**config.mk**
```make
export PLATFORM = sky130hd
export DESIGN_NAME = midi_pad_gate_router_top
export DESIGN_NICKNAME = d
export VERILOG_FILES = /design/src/design/mpgr_pkg.sv /design/src/design/mpgr_cfg.sv /design/src/design/mpgr_front.sv /design/src/design/mpgr_queue.sv /design/src/design/mpgr_back.sv /design/src/design/midi_pad_gate_router_top.sv
export SDC_FILE = /design/constraint.sdc
export NUM_CORES = 1
export LEC_CHECK = 0
export BUFFER_PORTS_ARGS = -buffer_cell sky130_fd_sc_hd__buf_2
export CORE_MARGIN = 2
export CORE_UTILIZATION = 35
export DETAILED_ROUTE_END_ITERATION = 10
export PLACE_DENSITY = 0.52
export RECOVER_POWER = 50
export REMOVE_ABC_BUFFERS = 1
export SLEW_MARGIN = 20
export SYNTH_ARGS = -nofsm -noshare
export SYNTH_HDL_FRONTEND = slang
export SYNTH_SLANG_ARGS = --single-unit
```
**constraint.sdc**
```tcl
create_clock -name i_clk -period 3.8 [get_ports i_clk]
set_input_delay 0.19 -clock i_clk [delete_from_list [all_inputs] [get_ports i_clk]]
set_output_delay 0.19 -clock i_clk [all_outputs]
set_load 0.01 [all_outputs]
```
**src/design/mpgr_pkg.sv**
```systemverilog
// Package for the MIDI pad gate router: payload structs, codes, constants.
// No dependencies; used by every module of the block.
package mpgr_pkg;

    localparam int COUNT_WIDTH_DEF = 8;
    localparam int QUEUE_DEPTH_DEF = 4;
    localparam int PADDR_W         = 5;
    localparam int PDATA_W         = 32;

    // register indexes (byte address / 4)
    localparam logic [2:0] REG_IS_MASTER   = 3'd0;
    localparam logic [2:0] REG_PAD_NOTE    = 3'd1;
    localparam logic [2:0] REG_CTRL_CHAN   = 3'd2;
    localparam logic [2:0] REG_MOD_WHEEL   = 3'd3;
    localparam logic [2:0] REG_FIRST_SLD   = 3'd4;
    localparam logic [2:0] REG_FIRST_KNOB  = 3'd5;

    // status nibbles
    localparam logic [3:0] MODE_NOTE_OFF   = 4'd8;
    localparam logic [3:0] MODE_NOTE_ON    = 4'd9;
    localparam logic [3:0] MODE_KEY_PRESS  = 4'd10;
    localparam logic [3:0] MODE_CTRL_CHG   = 4'd11;
    localparam logic [3:0] MODE_PITCH_BEND = 4'd14;

    // event kinds
    localparam logic [3:0] KIND_GATE_OPEN  = 4'd0;
    localparam logic [3:0] KIND_GATE_CLOSE = 4'd1;
    localparam logic [3:0] KIND_NOTE_ON    = 4'd2;
    localparam logic [3:0] KIND_NOTE_OFF   = 4'd3;
    localparam logic [3:0] KIND_AFTERTOUCH = 4'd4;
    localparam logic [3:0] KIND_BEND       = 4'd5;
    localparam logic [3:0] KIND_MODWHEEL   = 4'd6;
    localparam logic [3:0] KIND_KNOB       = 4'd7;
    localparam logic [3:0] KIND_SLIDER     = 4'd8;

    // last offset of the slider and knob controller ranges
    localparam logic [7:0] SLIDER_SPAN_LAST = 8'd3;
    localparam logic [7:0] KNOB_SPAN_LAST   = 8'd7;

    // reset values of the registers
    localparam logic       RST_IS_MASTER  = 1'b1;
    localparam logic [6:0] RST_PAD_NOTE   = 7'd36;
    localparam logic [3:0] RST_CTRL_CHAN  = 4'd9;
    localparam logic [6:0] RST_MOD_WHEEL  = 7'd1;
    localparam logic [6:0] RST_FIRST_SLD  = 7'd82;
    localparam logic [6:0] RST_FIRST_KNOB = 7'd74;

    typedef struct packed {
        logic [3:0] mode;
        logic [3:0] channel;
        logic [6:0] data_first;
        logic [6:0] data_second;
    } t_in_item;

    typedef struct packed {
        logic [3:0] event_kind;
        logic [6:0] event_index;
        logic [6:0] event_value;
        logic       last;
    } t_out_item;

    typedef struct packed {
        logic       is_master;
        logic [6:0] pad_note;
        logic [3:0] control_channel;
        logic [6:0] mod_wheel_cc;
        logic [6:0] first_slider_cc;
        logic [6:0] first_knob_cc;
    } t_cfg;

    // one classified item: optional gate edge, then optional routed event
    typedef struct packed {
        logic       has_gate;
        logic       gate_open;
        logic       has_evt;
        logic [3:0] kind;
        logic [6:0] index;
        logic [6:0] value;
    } t_cmd;

endpackage

```
**src/design/mpgr_cfg.sv**
```systemverilog
// Configuration register file of the MIDI pad gate router, APB-style port.
// Depends on mpgr_pkg.
module mpgr_cfg (
    input  logic                        i_clk,
    input  logic                        i_rst_n,
    input  logic                        psel,
    input  logic                        penable,
    input  logic                        pwrite,
    input  logic [mpgr_pkg::PADDR_W-1:0] paddr,
    input  logic [mpgr_pkg::PDATA_W-1:0] pwdata,
    output logic [mpgr_pkg::PDATA_W-1:0] prdata,
    output logic                        pready,
    output mpgr_pkg::t_cfg              o_cfg
);
    import mpgr_pkg::*;

    t_cfg       r_cfg;
    logic [2:0] reg_idx;
    logic       wr_en;

    assign reg_idx = paddr[PADDR_W-1:2];
    assign wr_en   = psel && penable && pwrite;
    assign pready  = 1'b1;
    assign o_cfg   = r_cfg;

    always_ff @(posedge i_clk) begin
        if (!i_rst_n) begin
            r_cfg.is_master       <= RST_IS_MASTER;
            r_cfg.pad_note        <= RST_PAD_NOTE;
            r_cfg.control_channel <= RST_CTRL_CHAN;
            r_cfg.mod_wheel_cc    <= RST_MOD_WHEEL;
            r_cfg.first_slider_cc <= RST_FIRST_SLD;
            r_cfg.first_knob_cc   <= RST_FIRST_KNOB;
        end else if (wr_en) begin
            unique case (reg_idx)
                REG_IS_MASTER:  r_cfg.is_master       <= pwdata[0];
                REG_PAD_NOTE:   r_cfg.pad_note        <= pwdata[6:0];
                REG_CTRL_CHAN:  r_cfg.control_channel <= pwdata[3:0];
                REG_MOD_WHEEL:  r_cfg.mod_wheel_cc    <= pwdata[6:0];
                REG_FIRST_SLD:  r_cfg.first_slider_cc <= pwdata[6:0];
                REG_FIRST_KNOB: r_cfg.first_knob_cc   <= pwdata[6:0];
                default: ;
            endcase
        end
    end

    always_comb begin
        prdata = '0;
        unique case (reg_idx)
            REG_IS_MASTER:  prdata[0]   = r_cfg.is_master;
            REG_PAD_NOTE:   prdata[6:0] = r_cfg.pad_note;
            REG_CTRL_CHAN:  prdata[3:0] = r_cfg.control_channel;
            REG_MOD_WHEEL:  prdata[6:0] = r_cfg.mod_wheel_cc;
            REG_FIRST_SLD:  prdata[6:0] = r_cfg.first_slider_cc;
            REG_FIRST_KNOB: prdata[6:0] = r_cfg.first_knob_cc;
            default: ;
        endcase
    end

endmodule

```
**src/design/mpgr_front.sv**
```systemverilog
// Front end: classifies each accepted message, tracks gate and held pads,
// and produces at most one command for the queue. Depends on mpgr_pkg.
module mpgr_front #(
    parameter int COUNT_WIDTH = mpgr_pkg::COUNT_WIDTH_DEF
) (
    input  logic               i_clk,
    input  logic               i_rst_n,
    input  mpgr_pkg::t_cfg     i_cfg,
    input  logic               i_accept,
    input  mpgr_pkg::t_in_item i_item,
    output logic               o_cmd_valid,
    output mpgr_pkg::t_cmd     o_cmd
);
    import mpgr_pkg::*;

    localparam logic [COUNT_WIDTH-1:0] COUNT_MAX = {COUNT_WIDTH{1'b1}};

    logic                   r_gate;
    logic                   n_gate;
    logic [COUNT_WIDTH-1:0] r_count;
    logic [COUNT_WIDTH-1:0] n_count;
    logic [COUNT_WIDTH-1:0] count_dec;
    logic                   on_ctrl;
    logic                   pad_hit;
    logic                   note_on;
    logic                   in_slider;
    logic                   in_knob;
    logic [7:0]             d1_ext;
    logic [7:0]             sld_ext;
    logic [7:0]             knob_ext;
    t_cmd                   cmd;

    assign on_ctrl   = (i_item.channel == i_cfg.control_channel);
    assign pad_hit   = (i_item.data_first == i_cfg.pad_note);
    assign note_on   = (i_item.mode == MODE_NOTE_ON);
    assign count_dec = (r_count != '0) ? r_count - 1'b1 : r_count;
    assign d1_ext    = {1'b0, i_item.data_first};
    assign sld_ext   = {1'b0, i_cfg.first_slider_cc};
    assign knob_ext  = {1'b0, i_cfg.first_knob_cc};
    assign in_slider = (d1_ext >= sld_ext) && (d1_ext <= sld_ext + SLIDER_SPAN_LAST);
    assign in_knob   = (d1_ext >= knob_ext) && (d1_ext <= knob_ext + KNOB_SPAN_LAST);

    always_comb begin
        n_gate  = r_gate;
        n_count = r_count;
        cmd     = '0;
        unique case (i_item.mode) inside
            MODE_NOTE_OFF, MODE_NOTE_ON: begin
                if (!on_ctrl) begin
                    if (i_cfg.is_master) begin
                        cmd.has_evt = 1'b1;
                        cmd.kind    = note_on ? KIND_NOTE_ON : KIND_NOTE_OFF;
                        cmd.index   = i_item.data_first;
                        cmd.value   = note_on ? i_item.data_second : 7'd0;
                    end
                end else if (i_cfg.is_master) begin
                    if (note_on) begin
                        if (r_count != COUNT_MAX) begin
                            n_count = r_count + 1'b1;
                        end
                        if (r_gate) begin
                            n_gate        = 1'b0;
                            cmd.has_gate  = 1'b1;
                            cmd.gate_open = 1'b0;
                        end
                    end else begin
                        n_count = count_dec;
                        if (count_dec == '0 && !r_gate) begin
                            n_gate        = 1'b1;
                            cmd.has_gate  = 1'b1;
                            cmd.gate_open = 1'b1;
                        end
                    end
                end else if (pad_hit) begin
                    if (r_gate != note_on) begin
                        n_gate        = note_on;
                        cmd.has_gate  = 1'b1;
                        cmd.gate_open = note_on;
                    end
                    cmd.has_evt = 1'b1;
                    cmd.kind    = note_on ? KIND_NOTE_ON : KIND_NOTE_OFF;
                    cmd.index   = i_item.data_first;
                    cmd.value   = note_on ? i_item.data_second : 7'd0;
                end
            end
            MODE_KEY_PRESS: begin
                if (on_ctrl && pad_hit) begin
                    cmd.has_evt = 1'b1;
                    cmd.kind    = KIND_AFTERTOUCH;
                    cmd.index   = i_item.data_first;
                    cmd.value   = i_item.data_second;
                end
            end
            MODE_PITCH_BEND: begin
                cmd.has_evt = r_gate;
                cmd.kind    = KIND_BEND;
                cmd.value   = i_item.data_second;
            end
            MODE_CTRL_CHG: begin
                cmd.value = i_item.data_second;
                // mod wheel beats slider, slider beats knob
                if (i_item.data_first == i_cfg.mod_wheel_cc) begin
                    cmd.has_evt = r_gate;
                    cmd.kind    = KIND_MODWHEEL;
                end else if (in_slider) begin
                    cmd.has_evt = 1'b1;
                    cmd.kind    = KIND_SLIDER;
                    cmd.index   = i_item.data_first - i_cfg.first_slider_cc;
                end else if (in_knob) begin
                    cmd.has_evt = r_gate;
                    cmd.kind    = KIND_KNOB;
                    cmd.index   = i_item.data_first - i_cfg.first_knob_cc;
                end
            end
            default: ;
        endcase
    end

    assign o_cmd       = cmd;
    assign o_cmd_valid = i_accept && (cmd.has_gate || cmd.has_evt);

    always_ff @(posedge i_clk) begin
        if (!i_rst_n) begin
            r_gate  <= 1'b1;
            r_count <= '0;
        end else if (i_accept) begin
            r_gate  <= n_gate;
            r_count <= n_count;
        end
    end

endmodule

```
**src/design/mpgr_queue.sv**
```systemverilog
// Short command queue between front and back end of the router.
// Depends on mpgr_pkg.
module mpgr_queue #(
    parameter int DEPTH = mpgr_pkg::QUEUE_DEPTH_DEF
) (
    input  logic           i_clk,
    input  logic           i_rst_n,
    input  logic           i_push,
    input  mpgr_pkg::t_cmd i_cmd,
    output logic           o_full,
    input  logic           i_pop,
    output logic           o_valid,
    output mpgr_pkg::t_cmd o_head
);
    import mpgr_pkg::*;

    localparam int PTR_W = (DEPTH > 1) ? $clog2(DEPTH) : 1;
    localparam int CNT_W = $clog2(DEPTH + 1);
    localparam logic [PTR_W-1:0] PTR_LAST = PTR_W'(DEPTH - 1);
    localparam logic [CNT_W-1:0] CNT_FULL = CNT_W'(DEPTH);

    t_cmd             r_mem [DEPTH];
    logic [PTR_W-1:0] r_wptr;
    logic [PTR_W-1:0] r_rptr;
    logic [CNT_W-1:0] r_cnt;
    logic [CNT_W-1:0] n_cnt;

    assign o_full  = (r_cnt == CNT_FULL);
    assign o_valid = (r_cnt != '0);
    assign o_head  = r_mem[r_rptr];

    always_comb begin
        n_cnt = r_cnt;
        if (i_push && !i_pop) begin
            n_cnt = r_cnt + 1'b1;
        end else if (!i_push && i_pop) begin
            n_cnt = r_cnt - 1'b1;
        end
    end

    always_ff @(posedge i_clk) begin
        if (i_push) begin
            r_mem[r_wptr] <= i_cmd;
        end
    end

    always_ff @(posedge i_clk) begin
        if (!i_rst_n) begin
            r_wptr <= '0;
            r_rptr <= '0;
            r_cnt  <= '0;
        end else begin
            r_cnt <= n_cnt;
            if (i_push) begin
                r_wptr <= (r_wptr == PTR_LAST) ? '0 : r_wptr + 1'b1;
            end
            if (i_pop) begin
                r_rptr <= (r_rptr == PTR_LAST) ? '0 : r_rptr + 1'b1;
            end
        end
    end

endmodule

```
**src/design/mpgr_back.sv**
```systemverilog
// Back end: expands each queued command into its gate edge and routed event,
// one result per cycle if popped, via an output register. Depends on mpgr_pkg.
module mpgr_back (
    input  logic                i_clk,
    input  logic                i_rst_n,
    input  logic                i_head_valid,
    input  mpgr_pkg::t_cmd      i_head,
    output logic                o_deq,
    input  logic                i_pop,
    output logic                o_empty,
    output mpgr_pkg::t_out_item o_result
);
    import mpgr_pkg::*;

    logic      r_out_valid;
    logic      r_phase;      // gate edge of head already sent
    t_out_item r_out;
    t_out_item nxt;
    logic      out_take;
    logic      load;
    logic      gate_phase;

    assign out_take   = r_out_valid && i_pop;
    assign load       = i_head_valid && (!r_out_valid || out_take);
    assign gate_phase = !r_phase && i_head.has_gate;
    assign o_deq      = load && !(gate_phase && i_head.has_evt);
    assign o_empty    = !r_out_valid;
    assign o_result   = r_out;

    always_comb begin
        if (gate_phase) begin
            nxt.event_kind  = i_head.gate_open ? KIND_GATE_OPEN : KIND_GATE_CLOSE;
            nxt.event_index = 7'd0;
            nxt.event_value = 7'd0;
            nxt.last        = !i_head.has_evt;
        end else begin
            nxt.event_kind  = i_head.kind;
            nxt.event_index = i_head.index;
            nxt.event_value = i_head.value;
            nxt.last        = 1'b1;
        end
    end

    always_ff @(posedge i_clk) begin
        if (load) begin
            r_out <= nxt;
        end
    end

    always_ff @(posedge i_clk) begin
        if (!i_rst_n) begin
            r_out_valid <= 1'b0;
            r_phase     <= 1'b0;
        end else begin
            if (load) begin
                r_out_valid <= 1'b1;
                r_phase     <= gate_phase && i_head.has_evt;
            end else if (out_take) begin
                r_out_valid <= 1'b0;
            end
        end
    end

endmodule

```
**src/design/midi_pad_gate_router_top.sv**
```systemverilog
// An accepted message's command goes into the command queue, then into the
// output register once free. Throughput: one message per cycle in unless full,
// one result per cycle out while pop is high; a message that flips the gate and
// routes an event gives two results, and the command queue absorbs such bursts.
// Reset (synchronous, active low) empties queue and output, opens the gate,
// clears the held-pad count and loads register defaults.
module midi_pad_gate_router_top #(
    parameter int COUNT_WIDTH = mpgr_pkg::COUNT_WIDTH_DEF,
    parameter int QUEUE_DEPTH = mpgr_pkg::QUEUE_DEPTH_DEF
) (
    input  logic                         i_clk,
    input  logic                         i_rst_n,
    input  logic                         psel,
    input  logic                         penable,
    input  logic                         pwrite,
    input  logic [mpgr_pkg::PADDR_W-1:0] paddr,
    input  logic [mpgr_pkg::PDATA_W-1:0] pwdata,
    output logic [mpgr_pkg::PDATA_W-1:0] prdata,
    output logic                         pready,
    input  logic                         push,
    output logic                         full,
    input  mpgr_pkg::t_in_item           i_item,
    output logic                         empty,
    input  logic                         pop,
    output mpgr_pkg::t_out_item          o_result
);
    import mpgr_pkg::*;

    t_cfg cfg;
    t_cmd cmd;
    t_cmd head;
    logic accept;
    logic cmd_valid;
    logic head_valid;
    logic deq;

    assign accept = push && !full;

    mpgr_cfg u_cfg (
        .i_clk   (i_clk),
        .i_rst_n (i_rst_n),
        .psel    (psel),
        .penable (penable),
        .pwrite  (pwrite),
        .paddr   (paddr),
        .pwdata  (pwdata),
        .prdata  (prdata),
        .pready  (pready),
        .o_cfg   (cfg)
    );

    mpgr_front #(
        .COUNT_WIDTH (COUNT_WIDTH)
    ) u_front (
        .i_clk       (i_clk),
        .i_rst_n     (i_rst_n),
        .i_cfg       (cfg),
        .i_accept    (accept),
        .i_item      (i_item),
        .o_cmd_valid (cmd_valid),
        .o_cmd       (cmd)
    );

    mpgr_queue #(
        .DEPTH (QUEUE_DEPTH)
    ) u_queue (
        .i_clk   (i_clk),
        .i_rst_n (i_rst_n),
        .i_push  (cmd_valid),
        .i_cmd   (cmd),
        .o_full  (full),
        .i_pop   (deq),
        .o_valid (head_valid),
        .o_head  (head)
    );

    mpgr_back u_back (
        .i_clk        (i_clk),
        .i_rst_n      (i_rst_n),
        .i_head_valid (head_valid),
        .i_head       (head),
        .o_deq        (deq),
        .i_pop        (pop),
        .o_empty      (empty),
        .o_result     (o_result)
    );

endmodule

```
==> results.toml <==
[cells_and_area]
nFillCells = 2348
final_nets = 973
area_delta_synth_final_pct = 17.4
drive_above_1_share = 0.182
multi_input_area_um2 = 4170
seqCellArea_um2 = 4160
antenna_cells = 0

[yosys]
synth-main-ff-cell = "edfxtp_1"
synthMuxAreaShare = 0.104
synth_compound_area_frac = 0.103
syn_area_per_cell_um2 = 11.1
yosysWarnings = 0
synthMostInstantiatedCell = "edfxtp_1"
synth_simple_gate_area_frac = 0.149
async_reset_ff_frac = 0
netlist_area_um2 = 8590
synth-xor-area-share = 0.0418
synth_area_leaders = "edfxtp_1 (36%), dfxtp_1 (12%), ha_1 (6.0%)"
syn_inst = 771
yosysSeqAreaShare = 0.483
synth_edf_count = 103
synth_largest_area_cell = "edfxtp_1"
synth_top_family_by_area = "simple AND/OR/NAND/NOR gates"
netlist_top_cells_count = "edfxtp_1 (103), nand2_1 (61), dfxtp_1 (53), nor2b_1 (50), nor2_1 (45)"
ys_types = 66
synth_top_area_frac = 0.360
ys_seq_elements = 156
post_synth_fa_ha_maj_area_fraction = 0.0667

[power]
power_density_nw_per_um2 = 482
p_total_uw = 4870
leakage_uw = 0.00382
peakVddDrop_v = 0.000338

[worst_setup_path]
crit_buf_inv = 3
crit_fanout = 2
path_depth = 19
arrival_ns = 3.94
critPathLaunch = "u_cfg.o_cfg[8]"
critPathKind = "register to register"
r2r-end = "u_queue.r_cnt[2]"
required_ns = 4.15
critPathTopFamily = "simple AND/OR/NAND/NOR gates"
start_kind = "register"
r2r_setup_slack_ns = 0.21
r2r_cells = 19
crit_slowest_cell = "or3b_4"
r2r_start = "u_cfg.o_cfg[8]"
crit_path_max_incr_delay_ns = 0.44
crit_chain = "inv_2, ha_4, nor3_4, and3_1, xnor2_1, ha_1, a21oi_2, a211o_1, a31oi_4, nor3_2, or3b_4, a31oi_4, inv_1, ha_2, inv_1, fa_2, xor2_1, or3_1, a21boi_1"
end_kind = "register"

[clock_tree]
cts_tree = "built"
htreeDepth = 4
clk_pin_slew_worst_paths_ns = 0.07
cts.sinks = 156
clk_path_buf_depth = 2
ctsHoldBuffers = 0
clock_latency_ns = 0.42
root_buffer = "clkbuf_16"
cts_buffers = 17

[global_routing]
grt_max_degree = 54
grtUsageTotal = 0.155
gr-total-overflow = 0
antenna_found_initial = 1
grt_pass1_wl_um = 31500
grt_pass1_vias = 5908

[sta]
worst_slew_pin_slew_ns = 1.28
hold_viol = 0
holdWs_ns = 0.0378
slew_viol_final = 0
finalCritPeriodShare = 0.945
setup_viol = 0
slew_headroom = 0.147
post-route-min-period_ns = 3.59
fin_worst_skew_ns = 0.0135
clock.fmax_mhz = 278

[die]
boundaryPins = 120
dieHeight_um = 161
die_w_um = 161
start_util = 0.355
design.die.area_um2 = 25800
core_area_um2 = 24200
rows = 57

[route]
drt-vias-per-instance = 4.87
drt-initial-drc-count = 316
met1_length_um = 9310
antenna_left = 0
met2_length_um = 9210
routed_wl_um = 19400
vias = 5841
firstDrtPassIters = 4
drc_errors = 0
dr.max_layer_used = "met5"
detail_route.wl_per_cell_um = 16.2
wl_met3_um = 730

[place]
place_congestion = 0.839
port_buffers = 66
dp_hpwl_um = 13600

[status]
status = "finished, final reports clean"

[hold_path]
holdCritPathClass = "primary input to register"
whs_endpoint = "u_cfg.o_cfg[30]"
hold_depth = 3
hold_path_startpoint = "pwdata[5]"

[flow_run]
cap_violations = 0
-- worst max path at each step --
| stage | end | slack (ns) |
|---|---|---|
| global route | u_queue.r_cnt[2] | -0.003 |
| finish | u_queue.r_cnt[2] | 0.21 |
| floorplan | u_queue.r_mem[0][0] | -0.15 |
| global placement | u_queue.r_cnt[2] | 0.02 |
| CTS | u_queue.r_cnt[2] | 0.04 |
| detailed placement | u_queue.r_cnt[2] | -0.05 |
-- where the power goes --
group	internal (uW)	switching, uW	leakage, uW	total [uW]
Sequential	2020	76.9	0.00140	2100
Combinational	391	529	0.00210	921
Clock	1080	770	0.000317	1850
-- logic make-up after synthesis --
family / after synthesis
fa+ha+maj: 44
compound gates: 126
simple gates: 246
xor+xnor: 41
flops: 156
mux: 64
buf+inv: 92
other cells: 2
-- layout make-up --
| type | instances | area share |
|---|---|---|
| multi-input combinational | 547 | 0.414 |
| tap | 324 | 0.0402 |
| timing repair buffer | 104 | 0.0559 |
| inverter | 37 | 0.0138 |
| clock inverter | 15 | 0.0218 |
| sequential | 156 | 0.413 |
| clock buffer | 17 | 0.0422 |
-- flip-flops by register name, summed over array words and instances (netlist names), named ones only --
register,flops
u_back.r_out_valid,1
u_cfg.o_cfg,33
u_front.r_count,8
u_queue.r_cnt,3
u_queue.r_rptr,2
u_back.o_result,19
u_queue.r_mem,84
u_back.r_phase,1
u_queue.r_wptr,2
u_front.r_gate,1
-- layer usage --
metal / global-route usage / vias to the layer above
met4: 0.0398 / 2
met5: 0 / -
met2: 0.256 / 120
met1: 0.211 / 2755
li1: - / 2952
met3: 0.0271 / 12
-- worst min-delay path: cells and delay by family --
kind,cells,cell delay [ns]
mux,1,0.07
buf+inv,1,0.12
simple gates,1,0.06
-- per-stage QoR --
stage                      util  cells   TNS, ns  area [um^2]  worst slack (ns)
after global placement    0.388   1164         0         9380            0.0233
after CTS                 0.415   1196         0        10000            0.0362
after global routing      0.417   1200  -0.00337        10100          -0.00337
final                     0.417   1200         0        10100             0.207
after detailed placement  0.388   1164   -0.0458         9380           -0.0458
after floorplan               -    740    -12.40         8380            -0.147
-- cell usage in the layout, fill, tap and decap left out, types with 4 or more instances in the layout --
master,count
edfxtp_1,103
nand2_1,61
dfxtp_1,48
nor2b_1,46
nor2_1,45
mux2i_1,42
ha_1,38
buf_2,37
inv_1,35
buf_4,34
clkbuf_1,33
conb_1,26
a21oi_1,23
xnor2_1,22
o21ai_0,22
mux4_2,20
xor2_1,19
nor3_1,18
clkbuf_16,17
nand3_1,11
o211ai_1,10
and2_1,10
a22oi_1,10
nand4_1,8
a21o_1,8
nand2b_1,7
o31ai_1,6
or3_1,5
o22ai_1,5
inv_6,5
nor4_1,4
and3_1,4
nor2b_2,4
a21boi_0,4
inv_8,4
dfxtp_2,4
-- repair_timing --
item | in CTS | in global routing
setup endpoints to repair | 1 | 2
resized for setup | 3 | 24
pin swaps | 0 | 11
buffers inserted | 0 | 4
gates cloned | 0 | 0
Note: power is estimated with default switching activity, not from simulation.
